`config.mk`:
```
export PLATFORM = sky130hd
export DESIGN_NAME = ezt_ctrl
export DESIGN_NICKNAME = d
export VERILOG_FILES = /design/src/rtl/ezt_pkg.sv /design/src/rtl/ezt_ctrl.sv
export VERILOG_INCLUDE_DIRS = /design/src /design/src/rtl
export SDC_FILE = /design/constraint.sdc
export NUM_CORES = 1
export LEC_CHECK = 0
export BUFFER_PORTS_ARGS = -buffer_cell sky130_fd_sc_hd__buf_2
export CELL_PAD_IN_SITES_DETAIL_PLACEMENT = 0
export CELL_PAD_IN_SITES_GLOBAL_PLACEMENT = 1
export CORE_AREA = 4 4 41 43
export DETAILED_ROUTE_END_ITERATION = 7
export DIE_AREA = 0 0 45 47
export GPL_TIMING_DRIVEN = 0
export PLACE_DENSITY_LB_ADDON = 0.1
export SKIP_LAST_GASP = 1
export SYNTH_ARGS = -nofsm -noshare
export SYNTH_HDL_FRONTEND = slang
export SYNTH_SLANG_ARGS = --single-unit
```
`constraint.sdc`:
```
create_clock -name i_clk -period 2 [get_ports i_clk]
set_input_delay 0 -clock i_clk [delete_from_list [all_inputs] [get_ports i_clk]]
set_output_delay 0 -clock i_clk [all_outputs]
set_load 0.02 [all_outputs]
```
`src/rtl/energy_zcr_template_matcher_assert.svh`:
```
// Assertion macros for the energy / zero-crossing template matcher
`ifndef ENERGY_ZCR_TEMPLATE_MATCHER_ASSERT_SVH
`define ENERGY_ZCR_TEMPLATE_MATCHER_ASSERT_SVH

// property that holds every clock outside reset
`define EZT_ASSERT(label, prop, msg) \
    label: assert property (@(posedge i_clk) disable iff (!i_rst_n) (prop)) \
        else $error(msg);

// implication whose consequent is checked on the next clock
`define EZT_ASSERT_NEXT(label, ante, cons, msg) \
    label: assert property (@(posedge i_clk) disable iff (!i_rst_n) (ante) |=> (cons)) \
        else $error(msg);

`endif

```
`src/rtl/ezt_pkg.sv`:
```
// ----------------------------------------------------------------------------
// ezt_pkg
// Types and constants shared by the template matcher controller and datapath.
// ----------------------------------------------------------------------------
package ezt_pkg;

    localparam int unsigned ENERGY_W  = 45;
    localparam int unsigned CROSS_W   = 15;
    localparam int unsigned FEAT_W    = 16;
    localparam int unsigned DIST_W    = 35;
    localparam int unsigned TPL_SLOTS = 6;
    localparam int unsigned CFG_IDX_W = 3;
    localparam int unsigned IDX_W     = 3;

    localparam logic [CFG_IDX_W-1:0] CFG_MAX_DIST = 3'd6;

    localparam logic [ENERGY_W-1:0] ENERGY_MAX = {ENERGY_W{1'b1}};
    localparam logic [CROSS_W-1:0]  CROSS_MAX  = {CROSS_W{1'b1}};

    localparam logic [63:0] TPL_RESET [TPL_SLOTS] = '{
        64'd57704019526680832, 64'd21674453691793536, 64'd43348464985178624,
        64'd50385232027058637, 64'd64741224660271411, 64'd57704238571716890
    };
    localparam logic [15:0] MAX_DIST_RESET = 16'd256;

    // controller -> datapath
    typedef struct packed {
        logic accum;     // take a sample into the accumulators
        logic start;     // latch accumulators, begin feature work
        logic div_step;  // one division, reciprocal-multiply or sqrt step
        logic div_next;  // never set by the controller, not read by the datapath
        logic dist_step; // compute distance to one template
        logic clear;     // clear accumulators
    } t_cmd;

    // datapath -> controller
    typedef struct packed {
        logic feat_done;
        logic dist_done;
    } t_status;

endpackage

```
`src/rtl/ezt_ctrl.sv`:
```
// ----------------------------------------------------------------------------
// ezt_ctrl
// Sequencer: accumulates samples, then runs the per-record feature and
// template-search tail and hands the result word to the output register.
// ----------------------------------------------------------------------------
`include "energy_zcr_template_matcher_assert.svh"
module ezt_ctrl (
    input  logic             i_clk,
    input  logic             i_rst_n,
    input  logic             i_in_valid,
    input  logic             i_in_last,
    output logic             o_in_ready,
    input  logic             i_out_free,
    output logic             o_out_load,
    output ezt_pkg::t_cmd    o_cmd,
    input  ezt_pkg::t_status i_status
);
    import ezt_pkg::*;

    typedef enum logic [3:0] {
        S_ACC  = 4'b0001,
        S_FEAT = 4'b0010,
        S_DIST = 4'b0100,
        S_OUT  = 4'b1000
    } t_state;

    t_state r_state, n_state;
    logic   w_take;

    assign o_in_ready = (r_state == S_ACC);
    assign w_take     = o_in_ready && i_in_valid;

    always_comb begin
        n_state = r_state;
        o_cmd   = '0;
        o_out_load = 1'b0;
        unique case (r_state)
            S_ACC: begin
                o_cmd.accum = w_take;
                if (w_take && i_in_last) begin
                    o_cmd.start = 1'b1;
                    n_state = S_FEAT;
                end
            end
            S_FEAT: begin
                o_cmd.div_step = 1'b1;
                if (i_status.feat_done) begin
                    n_state = S_DIST;
                end
            end
            S_DIST: begin
                o_cmd.dist_step = 1'b1;
                if (i_status.dist_done) begin
                    n_state = S_OUT;
                end
            end
            S_OUT: begin
                if (i_out_free) begin
                    o_out_load  = 1'b1;
                    o_cmd.clear = 1'b1;
                    n_state = S_ACC;
                end
            end
            default: n_state = S_ACC;
        endcase
    end

    always_ff @(posedge i_clk) begin
        if (!i_rst_n) begin
            r_state <= S_ACC;
        end else begin
            r_state <= n_state;
        end
    end

    `EZT_ASSERT(a_onehot, $onehot(r_state), "state not one-hot")
    `EZT_ASSERT_NEXT(a_last_leaves, w_take && i_in_last, r_state == S_FEAT,
        "last word did not start the tail")
    `EZT_ASSERT(a_no_take_busy, !(r_state != S_ACC && o_cmd.accum),
        "sample taken while busy")

endmodule

```
# After elaboration in Yosys (flattened, before gate mapping)
# Index checks and enable logic that the tools add are counted.
# W data, S select, Z words.
[totals]
wordCells = 23
input_bits = 7
output_inout_bits = 8
register_bits = 4
[op_classes]
n_mux = 11
reduce_logical = 3
eq_ne = 8
[ops]
columns = ["op", "n"]
rows = [
  ["$mux W4", 4],
  ["$pmux W4 S4", 1],
  ["$ne A2 B2 Y1 const B", 3],
  ["$mux W1", 5],
  ["$eq A4 B1 Y1 const B", 1],
  ["$eq A4 B2 Y1 const B", 1],
  ["$eq A4 B3 Y1 const B", 1],
  ["$eq A4 B4 Y1 const B", 1],
  ["$reduce_and A4 Y1", 1],
  ["$logic_and A1 B1 Y1", 2],
  ["$mux W2", 1],
  ["$ne A2 B1 Y1 const B", 1],
]

# Logic depth before layout (Yosys ltp)
# Gate-level depths: netlist (run 1).
[logic_depth]
ltp_word = 5
depth_mapped = 5
depth_no_buf = 4

# Worst setup path after synthesis (run 1)
# No wires, ideal clock.
[synth_timing]
kind = "reg2reg"
start = "register r_state[1]"
end = "register r_state[3]"
setup_time_ns = 0.119
synth_period_minus_slack_ns = 1.558
stages_incl_launch_ff = 6
slack_ns = 0.442
required_time_ns = 1.881
arrival_ns = 1.439
path_buffers = 1
cell_sequence = "dfxtp_1 > buf_6 > nor4b_4 > nand2_1 > and3_1 > o221a_2"
[synth_via]
elab_chain_cells = 5
word_cells_on_any_way = 12
[synth_lines]
columns = ["element", "line", "rtl"]
rows = [
  ["start: declaration", "ezt_ctrl.sv:27", "t_state r_state, n_state;"],
  ["start signal: assignment", "ezt_ctrl.sv:72", "r_state <= n_state;"],
  ["$eq A4 B1 Y1 (*)", "ezt_ctrl.sv:30", "assign o_in_ready = (r_state == S_ACC);"],
  ["via o_in_ready", "ezt_ctrl.sv:12", "output logic o_in_ready,"],
  ["$logic_and A1 B1 Y1", "ezt_ctrl.sv:31", "assign w_take = o_in_ready && i_in_valid;"],
  ["$logic_and A1 B1 Y1", "ezt_ctrl.sv:40", "if (w_take && i_in_last) begin"],
  ["$ne A2 B1 Y1 (no source line)", "--", ""],
  ["$reduce_and A4 Y1 (no source line)", "--", ""],
]
# The timed path passes the listed nets; every way through them passes the cells marked *.
# A chain may end at the register's enable or synchronous reset.

# Worst setup path in the final report (run 1)
[layout_timing]
start = "register r_state[3]"
end = "register r_state[1]"
[layout_via]
elab_chain_cells = 5
word_cells_on_any_way = 12
[layout_lines]
columns = ["element", "line"]
rows = [
  ["$eq A4 B1 Y1", "ezt_ctrl.sv:30, ezt_ctrl.sv:37"],
  ["$logic_and A1 B1 Y1", "ezt_ctrl.sv:31"],
  ["$logic_and A1 B1 Y1", "ezt_ctrl.sv:40"],
  ["$ne A2 B1 Y1 (no source line)", "--"],
  ["$reduce_and A4 Y1 (no source line)", "--"],
]
# Several ways; a longest one is shown, not always the timed one.

==> results of run 1 <==
-- cells by family (layout without fill, tap and decap cells) --
logic type	after synthesis	in the layout	synth area share, %
compound gates	8	8	17.7
buf+inv	6	22	13.9
flops	4	4	24.1
other cells	1	1	1.13
simple gates	20	20	43.2
-- where the power goes --
group	total [mW]	internal (mW)	switching [mW]
clock	0.0983	0.0670	0.0313
combinational	0.351	0.165	0.186
sequential	0.118	0.104	0.0137
-- worst min path at each step --
stage          startpoint    endpoint  slack [ns]  cells after the start
2_1_floorplan     i_rst_n  r_state[0]         0.1                      1
3_3_place_gp      i_rst_n  r_state[0]        0.25                      2
3_5_place_dp      i_rst_n  r_state[0]        0.26                      2
4_1_cts           i_rst_n  r_state[0]        0.02                      2
5_1_grt           i_rst_n  r_state[0]        0.02                      2
6_report          i_rst_n  r_state[0]        0.02                      2
-- metrics by stage --
stage / setup WS [ns] / instance area (um^2) / total power [mW] / hold WS (ns) / instances
after floorplan: 0.442 / 333 / 0.395 / 0.0990 / 39
after global placement: 0.524 / 417 / 0.471 / 0.253 / 67
after detailed placement: 0.542 / 417 / 0.474 / 0.260 / 67
after CTS: 0.530 / 439 / 0.577 / 0.0184 / 70
after global routing: 0.434 / 439 / 0.610 / 0.0243 / 70
final: 0.529 / 439 / 0.567 / 0.0190 / 70
-- layer usage --
metal,share of wire (%),vias up,GRT usage (%)
li1,-,174,-
met1,35,156,9.79
met2,53,15,14.1
met3,11,0,2.30
met4,0,0,7.02
met5,0,-,0
-- cells in the mapped netlist (2+ instances only) --
| cell type | count | share of area (%) |
|---|---|---|
| buf_6 | 2 | 6.8 |
| nand2_1 | 4 | 4.5 |
| buf_4 | 2 | 4.5 |
| dfxtp_1 | 4 | 24 |
| and3_1 | 3 | 5.6 |
| nor3b_1 | 3 | 6.8 |
| nor3_1 | 2 | 3.0 |
| nor2_1 | 2 | 2.3 |
-- layout make-up --
class                   count  share of cell area (%)
inverters                   1                   0.855
multi-input cells          29                    47.0
well taps                  15                    4.27
flip-flops and latches      4                    18.2
plain buffers               5                    9.69
clock buffers               3                    5.13
repair buffers             13                    14.8
-- worst max-delay path, stage by stage, from the launching register on --
cell	delay (ns)
dfxtp_1	0.33
buf_6	0.15
or4_1	0.51
a31o_1	0.21
and3_1	0.15
==> results.json, run 1 <==
{
  "status": "finished, final reports clean",
  "routed_wl_um": 821,
  "ant_nets": 0,
  "cts-buffers-inserted": 3,
  "crit_start": "r_state[3]",
  "reg2reg_to": "r_state[1]",
  "nets": 64,
  "final_cell_mix": "buf_2 (14), nand2_1 (4), dfxtp_1 (4)",
  "antenna_found_initial": 0,
  "critPathArrivalTime_ns": 1.59,
  "synthFlopType": "dfxtp_1",
  "rsz0062_at_grt": "no",
  "synth.distinct_cells": 25,
  "worstSkewPairLatency_ns": 0.23,
  "max_cap_violations": 0,
  "critPathCaptureType": "flip-flop",
  "dieHeight_um": 47,
  "cp.required_ns": 2.12,
  "yosys_register_bits": 4,
  "cts.clk_slew.worst_paths_ns": 0.04,
  "die-area_um2": 2120,
  "top_regs": "r_state (4)",
  "fp.coreArea_um2": 1300,
  "gp_congestion": 0.758,
  "hold_buffers": 0,
  "postCtsSetupRepairBufs": 0,
  "mostFrequentLayoutCell": "buf_2",
  "grt_use_total_pct": 8.77,
  "rows": 13,
  "cts_tree": "built",
  "hold_class": "input port to flip-flop",
  "fin_worst_skew_ns": 0.00395,
  "drive_gt1_share_pct": 43.6,
  "cts_sinks": 4,
  "viasPerCell": 4.93,
  "dr.pass1.iters": 4,
  "synth_edf_count": 0,
  "drt_iter0_markers": 2,
  "finalMaxSlewViolations": 0,
  "seqCellArea_um2": 80.1,
  "route.detailed.drc": 0,
  "grt_pass1_vias": 300,
  "worstSetupPathType": "flip-flop to flip-flop",
  "synthArstFlopShare_pct": 0,
  "htreeDepth": 1,
  "syn_area_per_cell_um2": 8.53,
  "final_util_pct": 33.8,
  "top_register": "r_state",
  "ir_drop_uv": 322,
  "die_w_um": 45,
  "hold_viol": 0,
  "worst-path-max-fanout": 10,
  "wire_per_inst_um": 11.7,
  "post_cts_resized": 0,
  "synth_nets": 46,
  "largest_reg_flops": 4,
  "synthCells": 39,
  "grt_max_degree": 11,
  "synth_warnings": 0,
  "start_util_pct": 25.6,
  "netlist_area_um2": 333,
  "fmax_mhz": 680,
  "min_period_ns": 1.47,
  "cts_buffer_depth": 2,
  "leakagePower_nw": 0.215,
  "grt_pass1_wl_um": 1260,
  "period_share_pct": 73.5,
  "io_buffers": 13,
  "setup-violations-final": 0,
  "timing.setup.tns_ns": 0,
  "r2r_setup_slack_ns": 0.53,
  "ioPinCount": 15,
  "ys_seq_area_share_pct": 24.1,
  "timing.rr.start": "r_state[3]",
  "vias": 345,
  "antennaDiodeCount": 0,
  "start_kind": "flip-flop",
  "crit_end": "r_state[1]",
  "fill_cells": 152,
  "p_per_area_nw_per_um2": 1290,
  "r2r_cells": 4,
  "multiInputGateArea_um2": 206,
  "root_buffer": "clkbuf_4",
  "area_growth_pct": 32.0,
  "grt_overflow_total": 0
}
(Power assumes the default switching activity.)
==> run 2, diff against run 1 <==
--- a/config.mk
+++ b/config.mk
@@ -6,6 +6,7 @@
 export SDC_FILE = /design/constraint.sdc
 export NUM_CORES = 1
 export LEC_CHECK = 0
+export ABC_AREA = 1
 export BUFFER_PORTS_ARGS = -buffer_cell sky130_fd_sc_hd__buf_2
 export CELL_PAD_IN_SITES_DETAIL_PLACEMENT = 0
 export CELL_PAD_IN_SITES_GLOBAL_PLACEMENT = 1
==> constraint.sdc (replaced) <==
create_clock -name i_clk -period 1.35 [get_ports i_clk]
set_input_delay 0 -clock i_clk [delete_from_list [all_inputs] [get_ports i_clk]]
set_output_delay 0 -clock i_clk [all_outputs]
set_load 0.02 [all_outputs]
==> run 2 against run 1 <==
Effect of this change:
- count of clock-buffer cells in the layout is the same
- combinational power shrank 75%
- via count shrank 13%
- hold slack gained 0.027 ns
- power shrank 37%
- first-iteration DRC count grew to 2.5 times the previous value
- register-to-register slack lost 0.28 ns
- critical path type is now flip-flop to output pin
- highest routed layer unchanged
==> results.json, run 2 <==
{
  "p_total_uw": 359,
  "htreeDepth": 1,
  "dr.pass1.iters": 2,
  "busiest_layer": "met2",
  "yosys_register_bits": 4,
  "max_cap_violations": 0,
  "drive_gt1_share_pct": 52.5,
  "viasPerCell": 3.93,
  "grt_pass1_vias": 274,
  "max_stage_delay_ns": 0.34,
  "setup-violations-final": 0,
  "nets": 70,
  "ioPinCount": 15,
  "critPathCaptureType": "output pin",
  "dpl_cell_area_um2": 388,
  "final_cells": 76,
  "mostFrequentLayoutCell": "buf_2",
  "fp.coreArea_um2": 1300,
  "p_per_area_nw_per_um2": 835,
  "grt_use_total_pct": 7.59,
  "area_growth_pct": 41.6,
  "top_register": "r_state",
  "cts_sinks": 4,
  "synthCells": 44,
  "syn_area_per_cell_um2": 6.91,
  "cts.clk_slew.worst_paths_ns": 0.04,
  "cp_common_cell": "nor2_4",
  "critPathBufInv": 2,
  "synth.distinct_cells": 16,
  "drt_iter0_markers": 5,
  "dpl.hpwl_um": 593,
  "yosys-top-cells-area": "dfxtp_1 (26%), inv_1 (14%), nand3_2 (13%)",
  "final_cell_mix": "buf_2 (13), inv_1 (11)",
  "critPathArrivalTime_ns": 1.24,
  "route.detailed.drc": 0,
  "worstSkewPairLatency_ns": 0.23,
  "start_util_pct": 23.4,
  "antenna_found_initial": 0,
  "crit_family": "simple AND/OR/NAND/NOR gates",
  "synth_edf_count": 0,
  "leakagePower_nw": 0.236,
  "netlist_area_um2": 304,
  "timing.final.ws_setup_ns": 0.108,
  "synthArstFlopShare_pct": 0,
  "multiInputGateArea_um2": 174,
  "gp_congestion": 0.637,
  "worstSetupPathType": "flip-flop to output pin",
  "root_buffer": "clkbuf_4",
  "grtUsageMet2_pct": 11.6,
  "worst-path-max-fanout": 3,
  "yosysTopAreaCell": "dfxtp_1",
  "cts_buffer_depth": 2,
  "rows": 13,
  "antennaDiodeCount": 0,
  "place_ws_ns": 0.221,
  "routed_wl_um": 658,
  "top_regs": "r_state (4)",
  "stdcell_area_um2": 430,
  "start_kind": "flip-flop",
  "hold_viol": 0,
  "grt_util_met3_pct": 4.60,
  "met1_usage_pct": 9.11,
  "finalMaxSlewViolations": 0,
  "rsz0062_at_grt": "no",
  "crit_chain": "nor2_4 -> nand3_2 -> nor2_4 -> nand2_2 -> inv_1 -> buf_2",
  "die_w_um": 45,
  "grt_pass1_wl_um": 1120,
  "slowest_stage": "dfxtp_1",
  "postCtsSetupRepairBufs": 0,
  "synth_warnings": 0,
  "dieHeight_um": 47,
  "fin_worst_skew_ns": 0.00393,
  "fmax_mhz": 805,
  "die-area_um2": 2120,
  "dp_cells": 72,
  "ir_drop_uv": 410,
  "io_buffers": 13,
  "timing.setup.tns_ns": 0,
  "hold_class": "input port to flip-flop",
  "wire_per_inst_um": 8.66,
  "synth_nets": 51,
  "fill_cells": 164,
  "cts-buffers-inserted": 3,
  "cp.required_ns": 1.35,
  "seqCellArea_um2": 80.1,
  "yosysMostFrequentCell": "inv_1",
  "synth_top_area_share_pct": 26.3,
  "synthFlopType": "dfxtp_1",
  "cts_tree": "built",
  "ys_seq_area_share_pct": 26.3,
  "ant_nets": 0,
  "period_share_pct": 92.0,
  "grt_overflow_total": 0,
  "status": "finished, final reports clean",
  "min_period_ns": 1.24,
  "grt_max_degree": 4,
  "vias": 299,
  "largest_reg_flops": 4
}
[run 2: kinds of logic after synthesis]
logic type,count (synthesis),share of synthesized area [%]
AOI/OAI and AO/OA,4,9.05
and+or+nand+nor,21,43.6
DFF,4,26.3
other,1,1.23
buffers and inverters,14,19.8
[run 2: worst min-delay path, cell delays in order]
cell	delay, ns
buf_2	0.11
nand2_2	0.07
a21oi_2	0.04
[run 2: timing repair]
item	CTS	global route
hold buffers	1	0
endpoints found under the hold margin	1	0
resized for setup	0	2
setup endpoints to repair	0	2
[run 2: cell type report]
type                       count  share of cell area, %
buffer                         2                   3.49
clock buffer                   3                   5.23
inverter                      12                   10.5
multi-input combinational     26                   40.4
sequential                     4                   18.6
tap                           15                   4.36
timing repair buffer          14                   17.4
[run 2: final timing paths]
kind              startpoint  cells after the start  slack (ns)    endpoint
setup / recovery  r_state[3]                      6        0.11    o_cmd[4]
hold / removal     i_in_last                      3        0.05  r_state[1]
setup reg to reg  r_state[2]                      7        0.25  r_state[0]
hold reg to reg   r_state[2]                      3        0.61  r_state[1]
[run 2: power by group]
group,switching [mW],internal [mW],leakage (nW)
clock network,0.0436,0.0990,0.0138
registers,0.00592,0.124,0.0326
logic,0.0533,0.0339,0.190
total,0.103,0.257,0.236
[run 2: metrics by stage]
step	utilization (%)	hold slack [ns]
2_1_floorplan	-	0.0842
5_1_grt	33.1	0.0491
4_1_cts	32.3	0.0423
6_report	33.1	0.0456
3_3_place_gp	29.8	0.234
3_5_place_dp	29.8	0.230
[run 2: per-layer routing]
| metal | up-vias | share of wire [%] |
|---|---|---|
| met5 | - | 0 |
| met4 | 0 | 0 |
| met3 | 0 | 11 |
| met2 | 13 | 46 |
| met1 | 124 | 43 |
| li1 | 162 | - |
==> run 3, diff against run 2 <==
--- a/config.mk
+++ b/config.mk
@@ -10,9 +10,9 @@
 export BUFFER_PORTS_ARGS = -buffer_cell sky130_fd_sc_hd__buf_2
 export CELL_PAD_IN_SITES_DETAIL_PLACEMENT = 0
 export CELL_PAD_IN_SITES_GLOBAL_PLACEMENT = 1
-export CORE_AREA = 4 4 41 43
+export CORE_AREA = 10 10 47 49
 export DETAILED_ROUTE_END_ITERATION = 7
-export DIE_AREA = 0 0 45 47
+export DIE_AREA = 0 0 57 59
 export GPL_TIMING_DRIVEN = 0
 export PLACE_DENSITY_LB_ADDON = 0.1
 export SKIP_LAST_GASP = 1
==> run 3 against run 2 <==
Effect of this change:
- combinational power decreased by 2%
- sequential cell count did not move
- maximum frequency up 0.69%
- die area up 59%
- critical path depth stayed put
- wire length increased by 9.9%
- register-to-register slack better by 0.04 ns
- critical path type unchanged
- largest cell class unchanged
- largest power group unchanged
==> results.json, run 3 (same netlist as run 2, synthesis figures left out) <==
{
  "ant_nets": 0,
  "ir_drop_uv": 317,
  "dr.pass1.iters": 4,
  "crit_chain": "nor2_4 -> nand3_2 -> nor2_4 -> nand2_2 -> inv_1 -> buf_2",
  "cts_sinks": 4,
  "die_w_um": 57,
  "cp.required_ns": 1.35,
  "drt_iter0_markers": 6,
  "whs_ns": 0.0402,
  "route.detailed.drc": 0,
  "max_cap_violations": 0,
  "clockPowerShare_pct": 39.9,
  "fill_cells": 173,
  "seqPwrFrac_pct": 36.0,
  "antennaDiodeCount": 0,
  "setup-violations-final": 0,
  "fp.coreArea_um2": 1400,
  "critPathCaptureType": "output pin",
  "hold_viol": 0,
  "dieHeight_um": 59,
  "grt_use_total_pct": 4.67,
  "p_sw_share_pct": 28.2,
  "cp_common_cell": "nor2_4",
  "gp_congestion": 0.680,
  "status": "finished, final reports clean",
  "worstSkewPairLatency_ns": 0.23,
  "dpl.hpwl_um": 650,
  "largest_reg_flops": 4,
  "rows": 14,
  "cts_buffer_depth": 2,
  "viasPerCell": 3.84,
  "cts_tree": "built",
  "leakagePower_nw": 0.235,
  "period_share_pct": 91.3,
  "stdcell_area_um2": 427,
  "max_stage_delay_ns": 0.34,
  "grt_max_degree": 4,
  "dp_cells": 73,
  "grt_pass1_wl_um": 1180,
  "critPathArrivalTime_ns": 1.23,
  "fmax_mhz": 811,
  "min_period_ns": 1.23,
  "final_util_pct": 30.4,
  "final_cells": 77,
  "dpl_cell_area_um2": 389,
  "grt_pass1_vias": 305,
  "io_buffers": 13,
  "p_int_uw": 255,
  "start_kind": "flip-flop",
  "start_util_pct": 21.7,
  "antenna_found_initial": 0,
  "die-area_um2": 3360,
  "fin_worst_skew_ns": 0.000554,
  "routed_wl_um": 723,
  "slowest_stage": "dfxtp_1",
  "root_buffer": "clkbuf_4",
  "rsz0062_at_grt": "no",
  "critPathBufInv": 2,
  "cts.clk_slew.worst_paths_ns": 0.03,
  "area_growth_pct": 40.3,
  "worstSetupPathType": "flip-flop to output pin",
  "htreeDepth": 1,
  "timing.setup.tns_ns": 0,
  "final_cell_mix": "buf_2 (13), inv_1 (11)",
  "wire_per_inst_um": 9.39,
  "crit_family": "simple AND/OR/NAND/NOR gates",
  "drive_gt1_share_pct": 52.5,
  "power.switching_uw": 100,
  "vias": 296,
  "grt_overflow_total": 0,
  "power_frac_comb_pct": 24.1,
  "r2r_setup_slack_ns": 0.29,
  "postCtsSetupRepairBufs": 0,
  "cts-buffers-inserted": 3,
  "top_register": "r_state",
  "mostFrequentLayoutCell": "buf_2",
  "top_regs": "r_state (4)",
  "hold_class": "input port to flip-flop",
  "p_per_area_nw_per_um2": 833,
  "worst-path-max-fanout": 3,
  "nets": 70,
  "ioPinCount": 15,
  "finalMaxSlewViolations": 0
}
[run 3: final timing paths]
| path | startpoint | to | cells after the start |
|---|---|---|---|
| max | r_state[3] | o_cmd[4] | 6 |
| max reg2reg | r_state[2] | r_state[0] | 7 |
| min | i_in_last | r_state[1] | 3 |
| min reg2reg | r_state[1] | r_state[2] | 3 |
[run 3: routing by layer]
layer	share of wire [%]	wire, um	up-vias	track usage (%)
met5	0	0	-	0
li1	-	-	163	-
met4	0	0	0	4.03
met3	10	73	0	3.86
met1	52	377	121	5.11
met2	38	272	12	5.43
[run 3: area by class of cell]
class | instances | area (um^2) | share of cell area (%)
buffer | 2 | 15.0 | 3.52
clock buffer | 3 | 22.5 | 5.28
inverter | 12 | 45.0 | 10.6
multi-input combinational | 26 | 169 | 39.6
sequential | 4 | 80.1 | 18.8
tap | 16 | 20.0 | 4.69
timing repair buffer | 14 | 75.1 | 17.6
[run 3: per-stage QoR]
| stage | power [mW] | setup WS, ns |
|---|---|---|
| 5_1_grt | 0.385 | 0.00375 |
| 4_1_cts | 0.365 | 0.0452 |
| 2_1_floorplan | 0.188 | 0.234 |
| 6_report | 0.356 | 0.117 |
| 3_3_place_gp | 0.216 | 0.226 |
| 3_5_place_dp | 0.215 | 0.256 |
[run 3: timing repair]
action                                 CTS  global route
setup endpoints to repair                0             1
endpoints found under the hold margin    1             0
gates resized for setup                  0             1
hold buffers                             1             0
[run 3: tightest hold or removal path, cell delays in order]
cell	delay [ns]
buf_2	0.11
nand2_2	0.07
a21oi_2	0.04
[run 3: power groups by stage]
stage	sequential [mW]	clock (mW)	combinational, mW
CTS	0.128	0.149	0.0878
global route	0.129	0.162	0.0947
global placement	0.130	0	0.0859
detailed placement	0.130	0	0.0853
floorplan	0.129	0	0.0589
finish	0.128	0.142	0.0856
